$ cat src/rtl/json_string_unescape_macros.svh
// Assertion helpers for the string unescape block.
`ifndef JSON_STRING_UNESCAPE_MACROS_SVH
`define JSON_STRING_UNESCAPE_MACROS_SVH

// Same-cycle implication, masked while reset is asserted.
`define JSU_ASSERT_NOW(lbl, clk, rst_n, ante, cons, msg) \
    lbl: assert property (@(posedge clk) disable iff (!(rst_n)) (ante) |-> (cons)) \
        else $error(msg);

// Next-cycle implication, also checked across reset.
`define JSU_ASSERT_NEXT(lbl, clk, ante, cons, msg) \
    lbl: assert property (@(posedge clk) (ante) |=> (cons)) else $error(msg);

`endif

$ cat src/rtl/jsu_pkg.sv
`default_nettype none

package jsu_pkg;

    // Default depth of the result queue; must be at least 2.
    localparam int RES_DEPTH = 4;

    typedef enum logic [2:0] {
        PH_START,   // expecting the opening quote
        PH_BODY,    // inside the string
        PH_ESC,     // after a backslash
        PH_HEXHI,   // first \u digits
        PH_WAITHI,  // high surrogate held, looking for a backslash
        PH_BSLHI,   // high surrogate held, backslash seen
        PH_HEXLO    // digits of the low half
    } t_phase;

    typedef struct packed {
        logic [31:0] code_point;
        logic        has_char;
        logic        string_end;
    } t_result;

    // What one input item produces: zero, one or two results.
    typedef struct packed {
        logic [1:0] count;
        t_result    r0;
        t_result    r1;
    } t_step;

endpackage

`default_nettype wire

$ cat src/rtl/json_string_unescape.sv
// Streaming JSON string unescaper. Each input item is one 16-bit code unit
// of a quoted source string (tlast marks the final unit of the run). The first
// unit must be a double quote; after it, plain units pass through, the eight
// simple escapes are decoded, other escaped units pass through unchanged, and
// \u takes exactly the next four units as hex digits (non-hex units read as
// zero). A high surrogate directly followed by \u joins the next four digits
// into one code point without range checks. The string ends at the closing
// quote, a NUL or the unit flagged last; every string yields exactly one result
// with tlast set (a bare end marker with tuser low and zero data if nothing else
// is emitted at that point), and units after the end up to tlast produce no
// results. Rate: one item per clock in steady state; the input side accepts
// whenever the queue has room for two results. An accepted item passes the
// input register, then is decoded into the result queue. An item yields zero,
// one or two results; the result queue drains one per clock while the consumer
// is ready, so a run of items that each yield two results (a lone high
// surrogate followed by a character) is paced by the queue output port.
`default_nettype none

`include "json_string_unescape_macros.svh"

module json_string_unescape import jsu_pkg::*; #(
    parameter int RES_QUEUE_DEPTH = RES_DEPTH
) (
    input  wire logic        i_clk,
    input  wire logic        i_rst_n,
    // input items
    input  wire logic        s_axis_tvalid,
    output logic             s_axis_tready,
    input  wire logic [15:0] s_axis_tdata,   // [15:0] code_unit
    input  wire logic        s_axis_tlast,   // last_unit
    // result items
    output logic             m_axis_tvalid,
    input  wire logic        m_axis_tready,
    output logic [31:0]      m_axis_tdata,   // [31:0] code_point
    output logic [0:0]       m_axis_tuser,   // [0] has_char
    output logic             m_axis_tlast    // string_end
);

    // input register
    logic        r_in_valid;
    logic [15:0] r_in_unit;
    logic        r_in_last;

    logic        w_room_two;
    logic        w_advance;
    t_step       w_step;
    t_result     w_result;

    // the registered item moves on when the queue can take both results
    assign w_advance     = r_in_valid && w_room_two;
    assign s_axis_tready = !r_in_valid || w_advance;

    always_ff @(posedge i_clk) begin
        if (!i_rst_n) begin
            r_in_valid <= 1'b0;
        end else if (s_axis_tready) begin
            r_in_valid <= s_axis_tvalid;
        end
    end

    always_ff @(posedge i_clk) begin
        if (s_axis_tvalid && s_axis_tready) begin
            r_in_unit <= s_axis_tdata;
            r_in_last <= s_axis_tlast;
        end
    end

    // decoder state and per-item decode
    jsu_core u_core (
        .i_clk     (i_clk),
        .i_rst_n   (i_rst_n),
        .i_advance (w_advance),
        .i_unit    (r_in_unit),
        .i_last    (r_in_last),
        .o_step    (w_step)
    );

    // result queue, one result out per clock while the output is ready
    jsu_res_fifo #(
        .DEPTH (RES_QUEUE_DEPTH)
    ) u_res_fifo (
        .i_clk      (i_clk),
        .i_rst_n    (i_rst_n),
        .i_push     (w_advance),
        .i_step     (w_step),
        .o_room_two (w_room_two),
        .o_valid    (m_axis_tvalid),
        .o_result   (w_result),
        .i_ready    (m_axis_tready)
    );

    assign m_axis_tdata    = w_result.code_point;
    assign m_axis_tuser[0] = w_result.has_char;
    assign m_axis_tlast    = w_result.string_end;

    // a result without a character is only ever the bare end marker
    `JSU_ASSERT_NOW(a_bare_end, i_clk, i_rst_n,
        m_axis_tvalid && !m_axis_tuser[0],
        m_axis_tlast && (m_axis_tdata == 32'd0),
        "result without character is not a clean end marker")

    // when an item yields two results, the first never closes the string
    `JSU_ASSERT_NOW(a_pair_order, i_clk, i_rst_n,
        w_advance && (w_step.count == 2'd2),
        !w_step.r0.string_end && w_step.r0.has_char,
        "first of two results carries the end flag")

    // the result queue comes out of reset empty
    `JSU_ASSERT_NEXT(a_reset_empty, i_clk, !i_rst_n, !m_axis_tvalid,
        "result valid right after reset")

endmodule

`default_nettype wire

$ cat src/rtl/jsu_core.sv
`default_nettype none

module jsu_core import jsu_pkg::*; (
    input  wire logic        i_clk,
    input  wire logic        i_rst_n,
    input  wire logic        i_advance,
    input  wire logic [15:0] i_unit,
    input  wire logic        i_last,
    output t_step            o_step
);

    localparam logic [15:0] CH_NUL   = 16'h0000;
    localparam logic [15:0] CH_QUOTE = 16'h0022;
    localparam logic [15:0] CH_BSL   = 16'h005C;
    localparam logic [15:0] CH_N     = 16'h006E;
    localparam logic [15:0] CH_T     = 16'h0074;
    localparam logic [15:0] CH_R     = 16'h0072;
    localparam logic [15:0] CH_B     = 16'h0062;
    localparam logic [15:0] CH_F     = 16'h0066;
    localparam logic [15:0] CH_U     = 16'h0075;
    localparam logic [15:0] SURR_HI_MIN = 16'hD800;
    localparam logic [15:0] SURR_HI_MAX = 16'hDBFF;
    localparam logic [31:0] SURR_HI_BASE = 32'h0000D800;
    // 0x10000 - 0xDC00: low-half bias folded into one constant
    localparam logic [31:0] SURR_BIAS = 32'h00002400;

    function automatic logic [3:0] hex_val(input logic [15:0] u);
        logic [3:0] v;
        v = 4'd0;
        if (u >= 16'h0030 && u <= 16'h0039) begin
            v = u[3:0];
        end else if ((u >= 16'h0061 && u <= 16'h0066) ||
                     (u >= 16'h0041 && u <= 16'h0046)) begin
            v = u[3:0] + 4'd9;
        end
        return v;
    endfunction

    // Left-justify a short run of hex digits (missing digits count as zero).
    function automatic logic [15:0] padded(input logic [15:0] acc, input logic [2:0] n);
        logic [15:0] v;
        case (n)
            3'd0:    v = 16'h0000;
            3'd1:    v = {acc[3:0], 12'h000};
            3'd2:    v = {acc[7:0], 8'h00};
            3'd3:    v = {acc[11:0], 4'h0};
            default: v = acc;
        endcase
        return v;
    endfunction

    t_phase      r_phase, n_phase;
    logic [15:0] r_hi, n_hi;
    logic [15:0] r_lo, n_lo;
    logic [1:0]  r_dc, n_dc;
    logic        r_fin, n_fin;

    // shared helpers
    logic        is_nul, is_bsl, is_end_char;
    logic [2:0]  dc_inc;
    logic [15:0] acc_hi_next, acc_lo_next;
    logic [2:0]  fin_n;
    logic        hex_stop, hex_finish;
    logic [15:0] hi_pad, lo_pad;
    logic        hi_keep;
    logic [31:0] hi_off, lo_full;
    logic        body_emit, body_end;
    t_phase      body_phase;

    // emission
    logic [1:0]  e_cnt;
    logic [31:0] e_cp0, e_cp1;
    logic        e_end;
    logic        step_end;

    always_comb begin
        is_nul      = (i_unit == CH_NUL);
        is_bsl      = (i_unit == CH_BSL);
        is_end_char = is_nul || (i_unit == CH_QUOTE);
        dc_inc      = {1'b0, r_dc} + 3'd1;
        acc_hi_next = {r_hi[11:0], hex_val(i_unit)};
        acc_lo_next = {r_lo[11:0], hex_val(i_unit)};
        fin_n       = is_nul ? {1'b0, r_dc} : dc_inc;
        hex_stop    = is_nul || i_last;
        hex_finish  = hex_stop || (dc_inc == 3'd4);
        hi_pad      = padded(is_nul ? r_hi : acc_hi_next, fin_n);
        lo_pad      = padded(is_nul ? r_lo : acc_lo_next, fin_n);
        hi_keep     = (fin_n == 3'd4) && !hex_stop &&
                      (hi_pad >= SURR_HI_MIN) && (hi_pad <= SURR_HI_MAX);
        hi_off      = {16'h0000, r_hi} - SURR_HI_BASE;
        // BSLHI with last joins an all-zero low half
        lo_full     = {hi_off[21:0], 10'b0} +
                      {16'h0000, (r_phase == PH_HEXLO) ? lo_pad : 16'h0000} + SURR_BIAS;
        // an ordinary unit inside the string
        body_emit   = !is_end_char && !(is_bsl && !i_last);
        body_end    = is_end_char || i_last;
        body_phase  = (is_bsl && !i_last) ? PH_ESC : PH_BODY;
    end

    // output block: what this unit emits and whether it ends the string
    always_comb begin
        e_cnt = 2'd0;
        e_cp0 = 32'd0;
        e_cp1 = 32'd0;
        e_end = 1'b0;
        unique case (r_phase)
            PH_BODY: begin
                e_cnt = {1'b0, body_emit};
                e_cp0 = {16'h0000, i_unit};
                e_end = body_end;
            end
            PH_ESC: begin
                e_cnt = 2'd1;
                unique case (i_unit)
                    CH_NUL: begin
                        e_cp0 = {16'h0000, CH_BSL};
                        e_end = 1'b1;
                    end
                    CH_N:    e_cp0 = 32'd10;
                    CH_T:    e_cp0 = 32'd9;
                    CH_R:    e_cp0 = 32'd13;
                    CH_B:    e_cp0 = 32'd8;
                    CH_F:    e_cp0 = 32'd12;
                    CH_U:    e_cnt = {1'b0, i_last};
                    default: e_cp0 = {16'h0000, i_unit};
                endcase
            end
            PH_HEXHI: begin
                if (hex_finish && !hi_keep) begin
                    e_cnt = 2'd1;
                    e_cp0 = {16'h0000, hi_pad};
                end
                e_end = hex_stop;
            end
            PH_WAITHI: begin
                if (is_bsl) begin
                    e_end = i_last;
                end else begin
                    e_cnt = body_emit ? 2'd2 : 2'd1;
                    e_cp0 = {16'h0000, r_hi};
                    e_cp1 = {16'h0000, i_unit};
                    e_end = body_end;
                end
            end
            PH_BSLHI: begin
                if (i_unit == CH_U) begin
                    e_cnt = {1'b0, i_last};
                    e_cp0 = lo_full;
                end else begin
                    e_cnt = {1'b0, body_emit};
                    e_cp0 = {16'h0000, i_unit};
                    e_end = body_end;
                end
            end
            PH_HEXLO: begin
                if (hex_finish) begin
                    e_cnt = 2'd1;
                    e_cp0 = lo_full;
                end
                e_end = hex_stop;
            end
            default: begin
                e_end = (i_unit != CH_QUOTE);
            end
        endcase
        if (r_fin) begin
            e_cnt = 2'd0;
            e_end = 1'b0;
        end
    end

    assign step_end = !r_fin && (e_end || i_last);

    always_comb begin
        o_step.count = e_cnt;
        o_step.r0    = '{code_point: e_cp0, has_char: 1'b1,
                         string_end: step_end && (e_cnt == 2'd1)};
        o_step.r1    = '{code_point: e_cp1, has_char: 1'b1,
                         string_end: step_end};
        if (step_end && (e_cnt == 2'd0)) begin
            o_step.count = 2'd1;
            o_step.r0    = '{code_point: 32'd0, has_char: 1'b0, string_end: 1'b1};
        end
    end

    // next-state block
    always_comb begin
        n_phase = r_phase;
        n_hi    = r_hi;
        n_lo    = r_lo;
        n_dc    = r_dc;
        n_fin   = r_fin;
        if (r_fin) begin
            if (i_last) begin
                n_fin   = 1'b0;
                n_phase = PH_START;
            end
        end else begin
            unique case (r_phase)
                PH_BODY: n_phase = body_phase;
                PH_ESC: begin
                    n_phase = PH_BODY;
                    if (i_unit == CH_U) begin
                        n_hi    = 16'h0000;
                        n_dc    = 2'd0;
                        n_phase = PH_HEXHI;
                    end
                end
                PH_HEXHI: begin
                    if (!is_nul) begin
                        n_hi = acc_hi_next;
                    end
                    if (hex_finish) begin
                        n_dc    = 2'd0;
                        n_phase = hi_keep ? PH_WAITHI : PH_BODY;
                    end else begin
                        n_dc = dc_inc[1:0];
                    end
                end
                PH_WAITHI: n_phase = is_bsl ? PH_BSLHI : body_phase;
                PH_BSLHI: begin
                    if (i_unit == CH_U) begin
                        n_lo    = 16'h0000;
                        n_dc    = 2'd0;
                        n_phase = PH_HEXLO;
                    end else begin
                        n_phase = body_phase;
                    end
                end
                PH_HEXLO: begin
                    if (!is_nul) begin
                        n_lo = acc_lo_next;
                    end
                    if (hex_finish) begin
                        n_dc    = 2'd0;
                        n_phase = PH_BODY;
                    end else begin
                        n_dc = dc_inc[1:0];
                    end
                end
                default: n_phase = PH_BODY;
            endcase
            if (step_end) begin
                n_phase = PH_START;
                n_dc    = 2'd0;
                n_fin   = !i_last;
            end
        end
    end

    always_ff @(posedge i_clk) begin
        if (!i_rst_n) begin
            r_phase <= PH_START;
            r_hi    <= 16'h0000;
            r_lo    <= 16'h0000;
            r_dc    <= 2'd0;
            r_fin   <= 1'b0;
        end else if (i_advance) begin
            r_phase <= n_phase;
            r_hi    <= n_hi;
            r_lo    <= n_lo;
            r_dc    <= n_dc;
            r_fin   <= n_fin;
        end
    end

endmodule

`default_nettype wire

$ cat src/rtl/jsu_res_fifo.sv
`default_nettype none

module jsu_res_fifo import jsu_pkg::*; #(
    parameter int DEPTH = RES_DEPTH
) (
    input  wire logic  i_clk,
    input  wire logic  i_rst_n,
    input  wire logic  i_push,
    input  wire t_step i_step,
    output logic       o_room_two,
    output logic       o_valid,
    output t_result    o_result,
    input  wire logic  i_ready
);

    localparam int PW = $clog2(DEPTH);
    localparam int CW = $clog2(DEPTH + 1);
    localparam logic [CW-1:0] ROOM_LIMIT = CW'(DEPTH - 2);

    function automatic logic [PW-1:0] ptr_inc(input logic [PW-1:0] p);
        return (p == PW'(DEPTH - 1)) ? '0 : p + 1'b1;
    endfunction

    t_result       r_mem [DEPTH];
    logic [PW-1:0] r_wr_ptr, n_wr_ptr;
    logic [PW-1:0] r_rd_ptr, n_rd_ptr;
    logic [CW-1:0] r_count, n_count;
    logic [PW-1:0] wr_ptr1;
    logic [1:0]    push_cnt;
    logic          pop;

    assign wr_ptr1    = ptr_inc(r_wr_ptr);
    assign push_cnt   = i_push ? i_step.count : 2'd0;
    assign pop        = o_valid && i_ready;
    assign o_valid    = (r_count != '0);
    assign o_result   = r_mem[r_rd_ptr];
    assign o_room_two = (r_count <= ROOM_LIMIT);

    always_comb begin
        case (push_cnt)
            2'd0:    n_wr_ptr = r_wr_ptr;
            2'd1:    n_wr_ptr = wr_ptr1;
            default: n_wr_ptr = ptr_inc(wr_ptr1);
        endcase
        n_rd_ptr = pop ? ptr_inc(r_rd_ptr) : r_rd_ptr;
        n_count  = r_count + CW'(push_cnt) - CW'(pop);
    end

    always_ff @(posedge i_clk) begin
        if (push_cnt != 2'd0) begin
            r_mem[r_wr_ptr] <= i_step.r0;
        end
        if (push_cnt == 2'd2) begin
            r_mem[wr_ptr1] <= i_step.r1;
        end
    end

    always_ff @(posedge i_clk) begin
        if (!i_rst_n) begin
            r_wr_ptr <= '0;
            r_rd_ptr <= '0;
            r_count  <= '0;
        end else begin
            r_wr_ptr <= n_wr_ptr;
            r_rd_ptr <= n_rd_ptr;
            r_count  <= n_count;
        end
    end

endmodule

`default_nettype wire
$ cat config.mk
export PLATFORM = sky130hd
export DESIGN_NAME = json_string_unescape
export DESIGN_NICKNAME = d
export VERILOG_FILES = /design/src/rtl/jsu_pkg.sv /design/src/rtl/json_string_unescape.sv /design/src/rtl/jsu_core.sv /design/src/rtl/jsu_res_fifo.sv
export VERILOG_INCLUDE_DIRS = /design/src /design/src/rtl
export SDC_FILE = /design/constraint.sdc
export NUM_CORES = 1
export LEC_CHECK = 0
export ABC_AREA = 1
export BUFFER_PORTS_ARGS = -buffer_cell sky130_fd_sc_hd__buf_2
export CELL_PAD_IN_SITES_DETAIL_PLACEMENT = 0
export CELL_PAD_IN_SITES_GLOBAL_PLACEMENT = 1
export CORE_UTILIZATION = 46
export DETAILED_ROUTE_END_ITERATION = 10
export PLACE_DENSITY_LB_ADDON = 0.05
export SYNTH_ARGS = -nofsm -noshare
export SYNTH_HDL_FRONTEND = slang
export SYNTH_SLANG_ARGS = --single-unit
$ cat constraint.sdc
create_clock -name i_clk -period 6.86 [get_ports i_clk]
set_input_delay 0.343 -clock i_clk [delete_from_list [all_inputs] [get_ports i_clk]]
set_output_delay 0.343 -clock i_clk [all_outputs]
set_load 0.03 [all_outputs]
==> results <==
- Along the worst hold path, the cell count comes to 1.
- The placer congestion estimate is 0.928.
- The register bit count reported by yosys is 197.
- The number of endpoints with negative hold slack in the final report came to 0.
- The number of distinct library cell variants in the gate-level netlist after synthesis is 52.
- Summing every instance area after synthesis gives 0.0118 mm^2.
- The initial antenna violation count was 0.
- The number of core rows is 58.
- Averaged over all synthesized cells, the footprint is 7.31 um^2.
- The DRC violation total after the first TritonRoute iteration is 1042.
- In this design, the largest share of critical-path delay is due to simple AND/OR/NAND/NOR gates.
- The tree is rooted in a clkbuf_16.
- The logic depth of the worst register-to-register path is 31.
- The most common flop cell mapped by yosys is dfxtp_1.
- The first-pass GRT wire length is 61200 um.
- The number of endpoints failing setup at the final stage is 0.
- In the global route stage, overall resource usage came out at 30.7%.
- Counting the fill cells in the layout gives 2546.
- After synthesis, flip-flops and latches occupy 40.7% of the total area.
- The total number of vias is 11279.
- The post-route netlist has 9.69% of its cells at a drive strength greater than 1.
- In the routed design, unresolved DRC markers number 0.
- The via count of the first global-routing pass was 10499.
- The startpoint of the tightest hold check path is s_axis_tdata[7].
- The clock period minus final worst setup slack is 5.80 ns.
- Yosys attributes the largest share of cell area to edfxtp_1 (22%), dfxtp_1 (19%), nand2_1 (12%).
- After detailed routing, the average wire length per cell comes to 20.3 um.
- In the post-synthesis netlist, the cell with the most instances is nand2_1.
- The half-perimeter wire length after placement is 27100 um.
- In this run the remaining antenna-violating nets after routing total 0.
- The final sum of negative setup slack is 0 ns.
- Clock tree synthesis inserted a total of 17 buffers.
- The hold-fix buffer count after cts is 0.
- The tree built by TritonCTS fans out to 197 sinks.
- The longest individual stage delay on the worst path is 0.52 ns.
- Data arrives at the worst endpoint at 6.15 ns.
- The register cell area after layout is 0.00480 mm^2.
- The buffer depth of the longest clock path is 2.
- The worst hold endpoint is r_in_unit[7].
- The area fraction of the dominant cell type after synthesis is 21.7%.
- The flow ran to the end, and the final reports show no timing, DRC or antenna violations.
- STA classifies the critical path startpoint as a flop.
- The count of yosys warnings during synthesis is 0.
- STA classifies the critical path endpoint as a flop.
- On the critical path, the stage with the largest delay is an instance of edfxtp_1.
- The worst-case vdd ir drop is 0.240 mV.
- The vertical die dimension is 162 um.
- Measured against its own limit, the worst slew margin works out to 21.5%.
- The largest total area in the synthesized netlist belongs to edfxtp_1.
- The total count of max-transition violations in the final report is 0.
- For this run, the post-layout net count is 1662.
- The final layout contains routed wiring with a total length of 39700 um.
- The first-pass iteration count of the detailed router is 5.
- The ratio of final minimum period to clock period is 84.5%.
- TritonCTS built the clock tree.
- Setup repair after global routing left no endpoint under its margin.
- The critical path required time is 7.21 ns.
- The core region is 0.0252 mm^2.
- The worst register-to-register path ends at u_res_fifo.r_mem[0][29].
- The beginning of the worst register-to-register path is r_in_unit[0].
- The H-tree was split into 4 levels.
- The number of enable-type register cells in the synthesized netlist is 85.
- The share of synthesized registers carrying an async set or reset is 0%.
- The critical setup path kind is flop to flop.
- The total nets after synthesis is 1665.
- The number of antenna diodes in the final layout is 0.
- The number of buffers and inverters on the critical path is 5.
- The final worst hold slack is 0.0648 ns.
- The number of top-level pins is 57.
- Among the stages of the critical path, the cell type that occurs most often is nor2_1.
- The horizontal extent of the die is 162 um.
- Gates resized during post-CTS repair numbered 0.
- The clock latency at the later pin of the worst-skew pair is 0.45 ns.
- After detailed routing, the number of vias per cell comes to 5.78.
- The remaining global-route overflow is 0.
- After clock tree synthesis, the clock-pin slew on the worst setup and hold paths is 0.09 ns.
- The final non-filler cell total is 1951.
- For this configuration, the core starts out at a cell density of 46.8%.
- The analysis attributes to cell leakage a power of 5.57 nW.
- The floorplan step defined a die boundary enclosing 0.0263 mm^2.
- In this run the worst hold path is classified as input pin to flop.
- After technology mapping, the gate count stands at 1611.
- Once the clock tree was built, the setup fixing pass inserted 0 buffers.
- Entering global routing, the biggest net connects 99 pins.
- By count the netlist is led by nand2_1 (375), nor2_1 (186), o21ai_0 (130).
- The clock arrives with 0.0160 ns of skew.
- The setup check on the worst reg-to-reg path leaves a slack of 1.06 ns.
- The multi-input combinational cells in the finished layout cover a total of 0.00603 mm^2.
- In this run the worst path has a maximum fanout of 50.
- The cell area power density is 281 mW/mm^2.
- The pin slew with the least headroom to its limit is 1.18 ns.
- In this run the tool buffered the top-level ports with 56 buffer cells.
- Including well taps, the total number of placed cells is 1919.
- Timing would allow up to 173 MHz.
- The growth of design area from synthesis to finish is 8.54%.
- The max-cap violation count is 0.
==> power breakdown <==
group / internal, mW / switching, mW
sequential: 1.33 / 0.0625
clock: 0.507 / 0.554
combinational: 0.299 / 0.846
==> flip-flops by register name (all words and copies together) (netlist names), named ones only <==
name	flops
r_in_last	1
r_in_unit	16
r_in_valid	1
u_core.r_dc	2
u_core.r_fin	1
u_core.r_hi	16
u_core.r_lo	12
u_core.r_phase	3
u_res_fifo.r_count	3
u_res_fifo.r_mem	136
u_res_fifo.r_rd_ptr	2
u_res_fifo.r_wr_ptr	2
==> cell type report <==
cell class | count | area share [%]
Multi-Input combinational cell | 1185 | 47.2
Sequential cell | 197 | 37.5
Inverter | 132 | 3.90
Clock buffer | 17 | 3.33
Timing Repair Buffer | 75 | 3.31
Tap cell | 330 | 3.23
Clock inverter | 15 | 1.53
==> layout by cell type (no fill, tap or decap), drive strengths merged, types with 3 or more instances in the layout <==
cell type,count
o22ai,53
inv,140
nand2,392
a22oi,5
nor3b,3
dfxtp,112
nand3,117
edfxtp,85
nor2,192
a31oi,4
clkinv,7
and2,4
or2,5
xor2,11
a221oi,4
clkbuf,17
o211ai,9
buf,75
ha,31
a21oi,101
nor3,17
o21ai,136
nand4,76
o221ai,11
==> routing by layer <==
layer / wire [um] / GRT usage, %
met1: 18200 / 42.4
met2: 18500 / 49.7
met3: 1910 / 3.09
met4: 1080 / 11.1
met5: 0 / 0
==> stage by stage <==
step	setup WS (ns)	util (%)	total power, mW	instance area (um^2)
5_1_grt	0.570	50.8	3.76	12800
2_1_floorplan	2.07	-	2.23	11800
4_1_cts	1.13	50.8	3.61	12800
3_5_place_dp	1.16	48.3	2.56	12200
3_3_place_gp	1.30	48.3	2.55	12200
6_report	1.06	50.8	3.60	12800
==> worst reg2reg max path, delay by kind of cell, from the launching register on <==
| family | cells | cell delay, ns |
|---|---|---|
| fa+ha+maj | 3 | 0.88 |
| simple gates | 17 | 2.69 |
| buf+inv | 5 | 0.71 |
| compound gates | 6 | 0.92 |
| flops | 1 | 0.52 |
==> cell families after synthesis <==
kind of cell | after synthesis | share of synthesized area [%]
flops | 197 | 40.7
mux | 1 | 0.0850
buf+inv | 229 | 8.09
fa+ha+maj | 33 | 3.63
compound gates | 331 | 15.8
simple gates | 807 | 30.5
xor+xnor | 13 | 1.13
==> worst max path at each step <==
stage,cells after the start,end,slack (ns),from
after global placement,30,u_res_fifo.r_mem[0][29],1.30,r_in_unit[14]
after CTS,31,u_res_fifo.r_mem[0][29],1.13,r_in_unit[0]
after floorplan,30,u_res_fifo.r_mem[0][29],2.07,r_in_unit[0]
final,31,u_res_fifo.r_mem[0][29],1.06,r_in_unit[0]
after detailed placement,31,u_res_fifo.r_mem[0][29],1.16,r_in_unit[0]
after global routing,31,u_res_fifo.r_mem[0][29],0.57,r_in_unit[0]
Power figures use the tool's default switching activity.
